===== src/rtl/core/srm_pkg.sv =====
package srm_pkg;

    // fixed field widths
    localparam int PERIOD_W = 24;
    localparam int P13_W    = 28;
    localparam int LIMIT_W  = 8;
    localparam int DIV_W    = 16;
    localparam int CNT_W    = 16;
    localparam int MASK_W   = 3;
    localparam int CLASS_W  = 2;
    localparam int ADDR_W   = 5;
    localparam int DATA_W   = 32;
    localparam int NUM_DIV  = 3;
    localparam int IN_W     = 32;
    localparam int OUT_W    = 16;

    // parameter defaults
    localparam int STREAMS_DEF  = 3;
    localparam int AGE_BITS_DEF = 8;

    // reset values of the registers
    localparam logic [PERIOD_W-1:0] PERIOD_RST   = 24'd10000;
    localparam logic [P13_W-1:0]    PERIOD13_RST = 28'd130000;
    localparam logic [LIMIT_W-1:0]  LIMIT_RST    = 8'd10;
    localparam logic [LIMIT_W-1:0]  SAT_RST      = 8'd255;
    localparam logic [DIV_W-1:0]    DIV_RST      = 16'd0;

    typedef enum logic [CLASS_W-1:0] {
        CLS_UNKNOWN = 2'd0,
        CLS_OK      = 2'd1,
        CLS_WARN    = 2'd2,
        CLS_ERROR   = 2'd3
    } t_class;

    typedef enum logic [2:0] {
        REG_PERIOD   = 3'd0,
        REG_LIMIT    = 3'd1,
        REG_SAT      = 3'd2,
        REG_DIV_SOL  = 3'd3,
        REG_DIV_IMU  = 3'd4,
        REG_DIV_DEV  = 3'd5
    } t_reg_idx;

    typedef struct packed {
        logic ok;
        logic lost;
        logic recovered;
    } t_lane_flags;

    typedef struct packed {
        logic [4:0]          pad;
        logic [PERIOD_W-1:0] interval_us;
        logic [MASK_W-1:0]   arrived_mask;
    } t_in_word;

    typedef struct packed {
        logic [3:0]        pad;
        logic [MASK_W-1:0] streams_recovered;
        logic [MASK_W-1:0] streams_lost;
        logic [MASK_W-1:0] streams_ok;
        logic              publish_state_changed;
        t_class            publish_state;
    } t_out_word;

endpackage


===== src/rtl/core/srm_lane.sv =====
module srm_lane #(
    parameter int AGE_BITS = srm_pkg::AGE_BITS_DEF
) (
    input  logic                         i_clk,
    input  logic                         i_rst_n,
    input  logic                         i_accept,
    input  logic                         i_arrived,
    input  logic [srm_pkg::DIV_W-1:0]    i_divider,
    input  logic [srm_pkg::LIMIT_W-1:0]  i_limit,
    input  logic [srm_pkg::LIMIT_W-1:0]  i_sat,
    output srm_pkg::t_lane_flags         o_flags
);
    import srm_pkg::*;

    localparam int CMP_W = (AGE_BITS > LIMIT_W) ? AGE_BITS : LIMIT_W;

    logic [AGE_BITS-1:0] r_age, n_age, age_cur;
    logic [CNT_W-1:0]    r_count, n_count;
    logic                r_good, n_good;
    logic                over;
    logic [CMP_W:0]      lim_p1;

    always_comb begin
        age_cur = i_arrived ? '0 : r_age;
        over    = CMP_W'(age_cur) > CMP_W'(i_limit);
        lim_p1  = (CMP_W+1)'(i_limit) + 1'b1;

        n_good            = r_good;
        o_flags.lost      = 1'b0;
        o_flags.recovered = 1'b0;
        if (r_good && over) begin
            n_good       = 1'b0;
            o_flags.lost = 1'b1;
        end else if (!r_good && !over) begin
            n_good            = 1'b1;
            o_flags.recovered = 1'b1;
        end
        o_flags.ok = n_good;

        n_age   = age_cur;
        n_count = r_count + 1'b1;
        if (r_count > i_divider) begin
            // age one step; at saturation jump just past the limit
            if (CMP_W'(age_cur) == CMP_W'(i_sat)) begin
                n_age = AGE_BITS'(lim_p1);
            end else begin
                n_age = age_cur + 1'b1;
            end
            n_count = CNT_W'(1);
        end
    end

    always_ff @(posedge i_clk) begin
        if (!i_rst_n) begin
            r_age   <= '0;
            r_count <= '0;
            r_good  <= 1'b1;
        end else if (i_accept) begin
            r_age   <= n_age;
            r_count <= n_count;
            r_good  <= n_good;
        end
    end

endmodule


===== src/rtl/core/srm_rate.sv =====
module srm_rate (
    input  logic                          i_clk,
    input  logic                          i_rst_n,
    input  logic                          i_accept,
    input  logic [srm_pkg::PERIOD_W-1:0]  i_interval,
    input  logic [srm_pkg::PERIOD_W-1:0]  i_period,
    input  logic [srm_pkg::P13_W-1:0]     i_period13,
    output srm_pkg::t_class               o_class,
    output logic                          o_changed
);
    import srm_pkg::*;

    t_class             r_class;
    logic [P13_W-1:0]   d10;
    logic               is_err, is_warn;

    always_comb begin
        d10     = P13_W'({i_interval, 3'b000}) + P13_W'({i_interval, 1'b0});
        is_err  = {1'b0, i_interval} > {i_period, 1'b0};
        // 10*d > 13*T stands for d above 1.3 periods
        is_warn = d10 > i_period13;
        if (is_err) begin
            o_class = CLS_ERROR;
        end else if (is_warn) begin
            o_class = CLS_WARN;
        end else if (i_interval == '0) begin
            o_class = CLS_UNKNOWN;
        end else begin
            o_class = CLS_OK;
        end
        o_changed = (o_class != r_class);
    end

    always_ff @(posedge i_clk) begin
        if (!i_rst_n) begin
            r_class <= CLS_UNKNOWN;
        end else if (i_accept) begin
            r_class <= o_class;
        end
    end

endmodule


===== src/rtl/core/srm_merge.sv =====
module srm_merge #(
    parameter int STREAMS = srm_pkg::STREAMS_DEF
) (
    input  logic                        i_clk,
    input  logic                        i_rst_n,
    input  logic                        i_accept,
    input  srm_pkg::t_lane_flags        i_flags [STREAMS],
    input  srm_pkg::t_class             i_class,
    input  logic                        i_changed,
    output logic                        o_in_ready,
    output logic                        o_tvalid,
    input  logic                        i_tready,
    output logic [srm_pkg::OUT_W-1:0]   o_tdata
);
    import srm_pkg::*;

    t_out_word word;
    t_out_word r_out, n_out, r_skid, n_skid;
    logic      r_out_valid, n_out_valid, r_skid_valid, n_skid_valid;

    always_comb begin
        word                       = '0;
        word.publish_state         = i_class;
        word.publish_state_changed = i_changed;
        for (int i = 0; i < MASK_W; i++) begin
            if (i < STREAMS) begin
                word.streams_ok[i]        = i_flags[i].ok;
                word.streams_lost[i]      = i_flags[i].lost;
                word.streams_recovered[i] = i_flags[i].recovered;
            end
        end
    end

    // output register plus a skid stage, so input stays open for one stalled word
    always_comb begin
        n_out        = r_out;
        n_skid       = r_skid;
        n_out_valid  = r_out_valid;
        n_skid_valid = r_skid_valid;
        if (r_skid_valid) begin
            if (i_tready) begin
                n_out        = r_skid;
                n_skid_valid = 1'b0;
            end
        end else if (i_accept) begin
            if (!r_out_valid || i_tready) begin
                n_out       = word;
                n_out_valid = 1'b1;
            end else begin
                n_skid       = word;
                n_skid_valid = 1'b1;
            end
        end else if (i_tready) begin
            n_out_valid = 1'b0;
        end
    end

    always_ff @(posedge i_clk) begin
        if (!i_rst_n) begin
            r_out_valid  <= 1'b0;
            r_skid_valid <= 1'b0;
        end else begin
            r_out_valid  <= n_out_valid;
            r_skid_valid <= n_skid_valid;
        end
    end

    always_ff @(posedge i_clk) begin
        r_out  <= n_out;
        r_skid <= n_skid;
    end

    assign o_in_ready = !r_skid_valid;
    assign o_tvalid   = r_out_valid;
    assign o_tdata    = r_out;

endmodule


===== src/rtl/core/stream_staleness_rate_monitor_top.sv =====
// Stream staleness and publish rate monitor. Each input word is one monitor
// tick carrying the arrival mask of the watched streams and the last measured
// publish interval; each tick yields exactly one output word with the rate
// class, its change flag and the per-stream ok, lost and recovered bits. One
// lane per stream holds age, tick counter and receiving flag, and a merge stage
// packs the lane flags with the rate class into the output register. A tick is
// taken every cycle while the skid stage is empty: the whole update is one
// compare-and-count step per lane and one 28-bit compare in the rate unit, so
// the output word is registered, and a skid stage keeps the input open for one
// more word while the output is stalled. Configuration goes through the APB
// port at byte addresses 0x00 (period), 0x04 (age limit), 0x08 (saturation),
// 0x0c/0x10/0x14 (dividers); write it only while no tick is in flight.
module stream_staleness_rate_monitor_top #(
    parameter int STREAMS  = srm_pkg::STREAMS_DEF,
    parameter int AGE_BITS = srm_pkg::AGE_BITS_DEF
) (
    input  logic                        i_clk,
    input  logic                        i_rst_n,
    input  logic                        i_s_tvalid,
    output logic                        o_s_tready,
    // [2:0] arrived_mask, [26:3] interval_us, zero fill above
    input  logic [srm_pkg::IN_W-1:0]    i_s_tdata,
    output logic                        o_m_tvalid,
    input  logic                        i_m_tready,
    // [1:0] publish_state, [2] publish_state_changed, [5:3] streams_ok,
    // [8:6] streams_lost, [11:9] streams_recovered, zero fill above
    output logic [srm_pkg::OUT_W-1:0]   o_m_tdata,
    input  logic                        psel,
    input  logic                        penable,
    input  logic                        pwrite,
    input  logic [srm_pkg::ADDR_W-1:0]  paddr,
    input  logic [srm_pkg::DATA_W-1:0]  pwdata,
    output logic [srm_pkg::DATA_W-1:0]  prdata,
    output logic                        pready
);
    import srm_pkg::*;

    logic [PERIOD_W-1:0] r_period;
    logic [P13_W-1:0]    r_period13;
    logic [LIMIT_W-1:0]  r_limit, r_sat;
    logic [DIV_W-1:0]    r_div [NUM_DIV];
    logic [PERIOD_W-1:0] wr_period;
    logic [P13_W-1:0]    wr_period13;
    t_reg_idx            reg_idx;
    logic                cfg_wr;

    t_in_word            in_word;
    logic                accept;
    logic                in_ready;
    t_lane_flags         lane_flags [STREAMS];
    t_class              cls;
    logic                cls_changed;

    assign pready  = 1'b1;
    assign reg_idx = t_reg_idx'(paddr[4:2]);
    assign cfg_wr  = psel && penable && pwrite;

    // keep 13*T ready so the rate compare is a single add and compare
    assign wr_period   = pwdata[PERIOD_W-1:0];
    assign wr_period13 = P13_W'({wr_period, 3'b000}) + P13_W'({wr_period, 2'b00})
                       + P13_W'(wr_period);

    always_ff @(posedge i_clk) begin
        if (!i_rst_n) begin
            r_period   <= PERIOD_RST;
            r_period13 <= PERIOD13_RST;
            r_limit    <= LIMIT_RST;
            r_sat      <= SAT_RST;
            for (int i = 0; i < NUM_DIV; i++) begin
                r_div[i] <= DIV_RST;
            end
        end else if (cfg_wr) begin
            unique case (reg_idx)
                REG_PERIOD: begin
                    r_period   <= wr_period;
                    r_period13 <= wr_period13;
                end
                REG_LIMIT:   r_limit  <= pwdata[LIMIT_W-1:0];
                REG_SAT:     r_sat    <= pwdata[LIMIT_W-1:0];
                REG_DIV_SOL: r_div[0] <= pwdata[DIV_W-1:0];
                REG_DIV_IMU: r_div[1] <= pwdata[DIV_W-1:0];
                REG_DIV_DEV: r_div[2] <= pwdata[DIV_W-1:0];
                default: ;
            endcase
        end
    end

    always_comb begin
        unique case (reg_idx)
            REG_PERIOD:  prdata = DATA_W'(r_period);
            REG_LIMIT:   prdata = DATA_W'(r_limit);
            REG_SAT:     prdata = DATA_W'(r_sat);
            REG_DIV_SOL: prdata = DATA_W'(r_div[0]);
            REG_DIV_IMU: prdata = DATA_W'(r_div[1]);
            REG_DIV_DEV: prdata = DATA_W'(r_div[2]);
            default:     prdata = '0;
        endcase
    end

    assign in_word    = i_s_tdata;
    assign accept     = i_s_tvalid && in_ready;
    assign o_s_tready = in_ready;

    for (genvar g = 0; g < STREAMS; g++) begin : g_lane
        logic             arrived;
        logic [DIV_W-1:0] divider;
        if (g < NUM_DIV) begin : g_io
            assign arrived = in_word.arrived_mask[g];
            assign divider = r_div[g];
        end else begin : g_extra
            // lanes past the input mask never see arrivals and age every tick
            assign arrived = 1'b0;
            assign divider = '0;
        end
        srm_lane #(
            .AGE_BITS (AGE_BITS)
        ) u_lane (
            .i_clk     (i_clk),
            .i_rst_n   (i_rst_n),
            .i_accept  (accept),
            .i_arrived (arrived),
            .i_divider (divider),
            .i_limit   (r_limit),
            .i_sat     (r_sat),
            .o_flags   (lane_flags[g])
        );
    end

    srm_rate u_rate (
        .i_clk      (i_clk),
        .i_rst_n    (i_rst_n),
        .i_accept   (accept),
        .i_interval (in_word.interval_us),
        .i_period   (r_period),
        .i_period13 (r_period13),
        .o_class    (cls),
        .o_changed  (cls_changed)
    );

    srm_merge #(
        .STREAMS (STREAMS)
    ) u_merge (
        .i_clk      (i_clk),
        .i_rst_n    (i_rst_n),
        .i_accept   (accept),
        .i_flags    (lane_flags),
        .i_class    (cls),
        .i_changed  (cls_changed),
        .o_in_ready (in_ready),
        .o_tvalid   (o_m_tvalid),
        .i_tready   (i_m_tready),
        .o_tdata    (o_m_tdata)
    );

endmodule


===== config.mk =====
export PLATFORM = sky130hd
export DESIGN_NAME = stream_staleness_rate_monitor_top
export DESIGN_NICKNAME = d
export VERILOG_FILES = /design/src/rtl/core/srm_pkg.sv /design/src/rtl/core/srm_lane.sv /design/src/rtl/core/srm_rate.sv /design/src/rtl/core/srm_merge.sv /design/src/rtl/core/stream_staleness_rate_monitor_top.sv
export SDC_FILE = /design/constraint.sdc
export NUM_CORES = 1
export LEC_CHECK = 0
export ABC_AREA = 1
export BUFFER_PORTS_ARGS = -buffer_cell sky130_fd_sc_hd__buf_2
export CAP_MARGIN = 20
export CORE_MARGIN = 3
export CORE_UTILIZATION = 33
export DETAILED_ROUTE_END_ITERATION = 12
export GPL_TIMING_DRIVEN = 0
export PLACE_DENSITY_LB_ADDON = 0.2
export SLEW_MARGIN = 25
export SYNTH_ARGS = -nofsm -noshare
export SYNTH_HDL_FRONTEND = slang
export SYNTH_SLANG_ARGS = --single-unit

===== constraint.sdc =====
create_clock -name i_clk -period 3.5 [get_ports i_clk]
set_input_delay 0.35 -clock i_clk [delete_from_list [all_inputs] [get_ports i_clk]]
set_output_delay 0.35 -clock i_clk [all_outputs]
set_load 0.1 [all_outputs]

==> impl_metrics.py <==
metrics = {
    "worst_setup_path": {
        "r2r_setup_slack_ps": 850,
        "cp-startpoint": "i_s_tdata[9]",
        "end_kind": "register",
        "reg2reg_depth": 12,
        "path_max_fanout": 5,
        "start_kind": "input port",
        "worstReg2RegEnd": "g_lane[1].u_lane.r_count[15]",
        "timing.rr.start": "r_div[0][31]",
        "worst_ep_required_time_ps": 3790,
        "critPathArrivalTime_ps": 3520,
        "crit_type": "input port to register",
    },
    "detailed_routing": {
        "num_vias": 15345,
        "routed_wirelength_um": 55100,
        "drtPass1Iterations": 7,
        "viasPerCell": 5.05,
        "drt-wirelength-per-cell_um": 18.1,
        "drt_iter0_drc": 1103,
        "route.detailed.drc": 0,
        "final_antenna_net_count": 0,
    },
    "clocking": {
        "clk_latency_ps": 560,
        "cts-root-buf": "clkbuf_16",
        "numClockSinks": 217,
        "clockBufferDepth": 3,
        "cts_inserted_buffers": 26,
        "clk_pin_slew_ps": 60,
        "htree_levels": 1,
        "cts_tree": "yes",
        "hold_buffers": 0,
    },
    "power_and_ir_drop": {
        "ir_worst_vdd_mv": 0.336,
        "power.density_mw_per_mm2": 388,
        "power.leakage_nw": 8.90,
    },
    "synth": {
        "synthSimpleGateAreaFrac_pct": 22.7,
        "yosysWarnings": 0,
        "synth_xor_area_share_pct": 3.17,
        "synth.avg_cell_area_um2": 7.36,
        "synth_edf_count": 72,
        "synth_top_family_by_area": "simple AND/OR/NAND/NOR gates",
        "synth_compound_area_share_pct": 16.9,
        "synthAdderAreaFrac_pct": 16.5,
        "yosys_register_bits": 217,
        "synthArstFlopShare_pct": 0,
        "synthMuxAreaShare_pct": 0,
        "syn_area_mm2": 0.0163,
        "yosysUniqueCellTypes": 57,
        "synth-seq-area-share_pct": 31.1,
        "synth_ff_type": "dfxtp_1",
        "synthCells": 2214,
    },
    "sta": {
        "hold_slack_ps": 130,
        "relSlewSlack_pct": 30.5,
        "maxSlewViolCount": 0,
        "finalCriticalPeriod_ps": 3220,
        "setup_slack_ps": 278,
        "finalSetupViolations": 0,
        "period_share_pct": 92.1,
        "tns_ps": 0,
        "hold_viol_final": 0,
        "skew_ps": 28.4,
        "fmax_ghz": 0.310,
        "worstMarginPinSlew_ps": 1040,
    },
    "min_path": {
        "min_path_type": "input port to register",
        "min_to": "r_period[22]",
        "min_from": "pwdata[22]",
        "holdPathStages": 3,
    },
    "layout": {
        "finalNonFillerCells": 3037,
        "syn2layout_area_growth_pct": 15.8,
        "final_cell_mix": "nand2_1 (451), inv_1 (326), a21oi_1 (198), nor2_1 (175), ha_1 (166)",
        "layout_commonest_cell": "nand2_1",
        "nets": 2638,
        "layout-drive-gt1-share_pct": 12.2,
        "fillers": 5102,
        "final-seq-area_mm2": 0.00506,
        "multi_input_area_mm2": 0.00998,
        "n_antenna_cell": 0,
    },
    "placement": {
        "place_inst": 2983,
        "place_hpwl_um": 44200,
        "numPortBuffers": 98,
        "place.gp.congestion": 0.917,
        "pre_cts_slack_ps": -782,
    },
    "die": {
        "dieArea_mm2": 0.0521,
        "die_x_um": 228,
        "die_h_um": 228,
        "rows": 80,
        "start_util_pct": 33.8,
        "fp.coreArea_mm2": 0.0482,
        "ios": 127,
    },
    "grt": {
        "grt_pass1_wl_um": 83500,
        "use_met1_pct": 27.7,
        "antenna_found_initial": 1,
        "met3_usage_pct": 2.30,
        "grt_usage_pct": 20.3,
        "grt_max_degree": 14,
        "grt_busiest_layer": "met2",
        "grt_pass1_vias": 14437,
        "gr-usage-met2_pct": 33.8,
        "grt.overflow.total": 0,
    },
    "job": {
        "drv_cap": 0,
    },
    "run_status": {
        "outcome": "finished, final reports clean",
    },
}
registers in the layout, indices dropped and copies added (netlist names):
signal	count
g_lane.u_lane.r_age	24
g_lane.u_lane.r_count	48
g_lane.u_lane.r_good	3
r_div	48
r_limit	8
r_period	24
r_period13	26
r_sat	8
u_merge.o_tdata	12
u_merge.o_tvalid	1
u_merge.r_skid	12
u_merge.r_skid_valid	1
u_rate.r_class	2
metrics by stage:
step / power, W / area, µm² / utilization, %
after floorplan: 0.00408 / 16300 / -
after global placement: 0.00459 / 17700 / 36.6
after detailed placement: 0.00461 / 17700 / 36.7
after CTS: 0.00729 / 18600 / 38.5
after global routing: 0.00768 / 18900 / 39.1
final: 0.00731 / 18900 / 39.1
Yosys cell counts (all sizes together), types with 8 or more instances:
cell type / count / area [µm²]
inv: 337 / 1270
a21o: 8 / 60.1
xor2: 49 / 429
o21bai: 12 / 90.1
a31o: 9 / 78.8
buf: 31 / 200
a31oi: 10 / 62.6
or2: 11 / 68.8
nand3: 91 / 465
edfxtp: 72 / 2160
o22ai: 16 / 100
o211ai: 35 / 263
fa: 23 / 460
nor4: 11 / 75.1
ha: 178 / 2230
nand2: 468 / 1790
nor2: 192 / 763
nor3: 28 / 196
o21ai: 159 / 800
dfxtp: 145 / 2900
o221ai: 9 / 78.8
nand4: 36 / 225
clkbuf: 28 / 105
xnor2: 10 / 87.6
a21oi: 210 / 1050
timing repair:
item | CTS | global route
setup endpoints to repair | 2 | 6
resized for setup | 5 | 55
setup buffers | 0 | 6
pin swaps | 0 | 12
final cells by class:
| class | count | area share, % |
|---|---|---|
| Clock buffer | 43 | 4.26 |
| Clock inverter | 5 | 0.192 |
| Buffer | 59 | 1.62 |
| Multi-Input combinational cell | 1612 | 52.9 |
| Inverter | 337 | 6.72 |
| Tap cell | 656 | 4.35 |
| Sequential cell | 217 | 26.8 |
| Timing Repair Buffer | 108 | 3.10 |
power breakdown:
part           leakage (nW)  switching (W)  internal (W)
sequential             1.85      0.0000408       0.00269
clock                 0.417        0.00111       0.00156
combinational          6.64        0.00134      0.000577
layer usage:
layer  share of wire, %  wire [µm]  vias up
li1                   -          -     7697
met1                 46      25500     7199
met2                 46      25300      374
met3                4.8       2620       75
met4                3.0       1630        0
met5                  0          0        -
how the worst max path moves through the flow:
stage                                     to  slack (ps)  cells after the start
after floorplan                   prdata[12]         160                      4
after global placement    u_merge.o_tdata[2]        -820                     24
after detailed placement  u_merge.o_tdata[2]        -780                     24
after CTS                 u_merge.o_tdata[2]           9                     24
after global routing      u_merge.o_tdata[2]         -40                     22
final                     u_merge.o_tdata[2]         280                     22
worst max-delay path, stage by stage:
cell and delay (ps):
buf_2 150, ha_2 400, nand2_2 110, nor4_4 360
a21oi_4 110, o21bai_2 180, a21o_1 170, xor2_1 80
ha_1 290, nand2_1 70, nor2_1 140, nand2_1 100
nor3b_2 270, nand3_1 120, nand2_2 120, nand2_1 110
nand2_2 90, nand2_1 60, nand2_1 50, nand2_1 70
nand2_1 60, nand2_1 60
cells by family after synthesis:
kind of cell | Yosys count
AOI/OAI and AO/OA | 487
xor gates and xnor gates | 59
adders and majority gates | 201
buffers and inverters | 396
DFF | 217
other | 2
and+or+nand+nor | 852
Note: power is estimated with default switching activity, not from simulation.
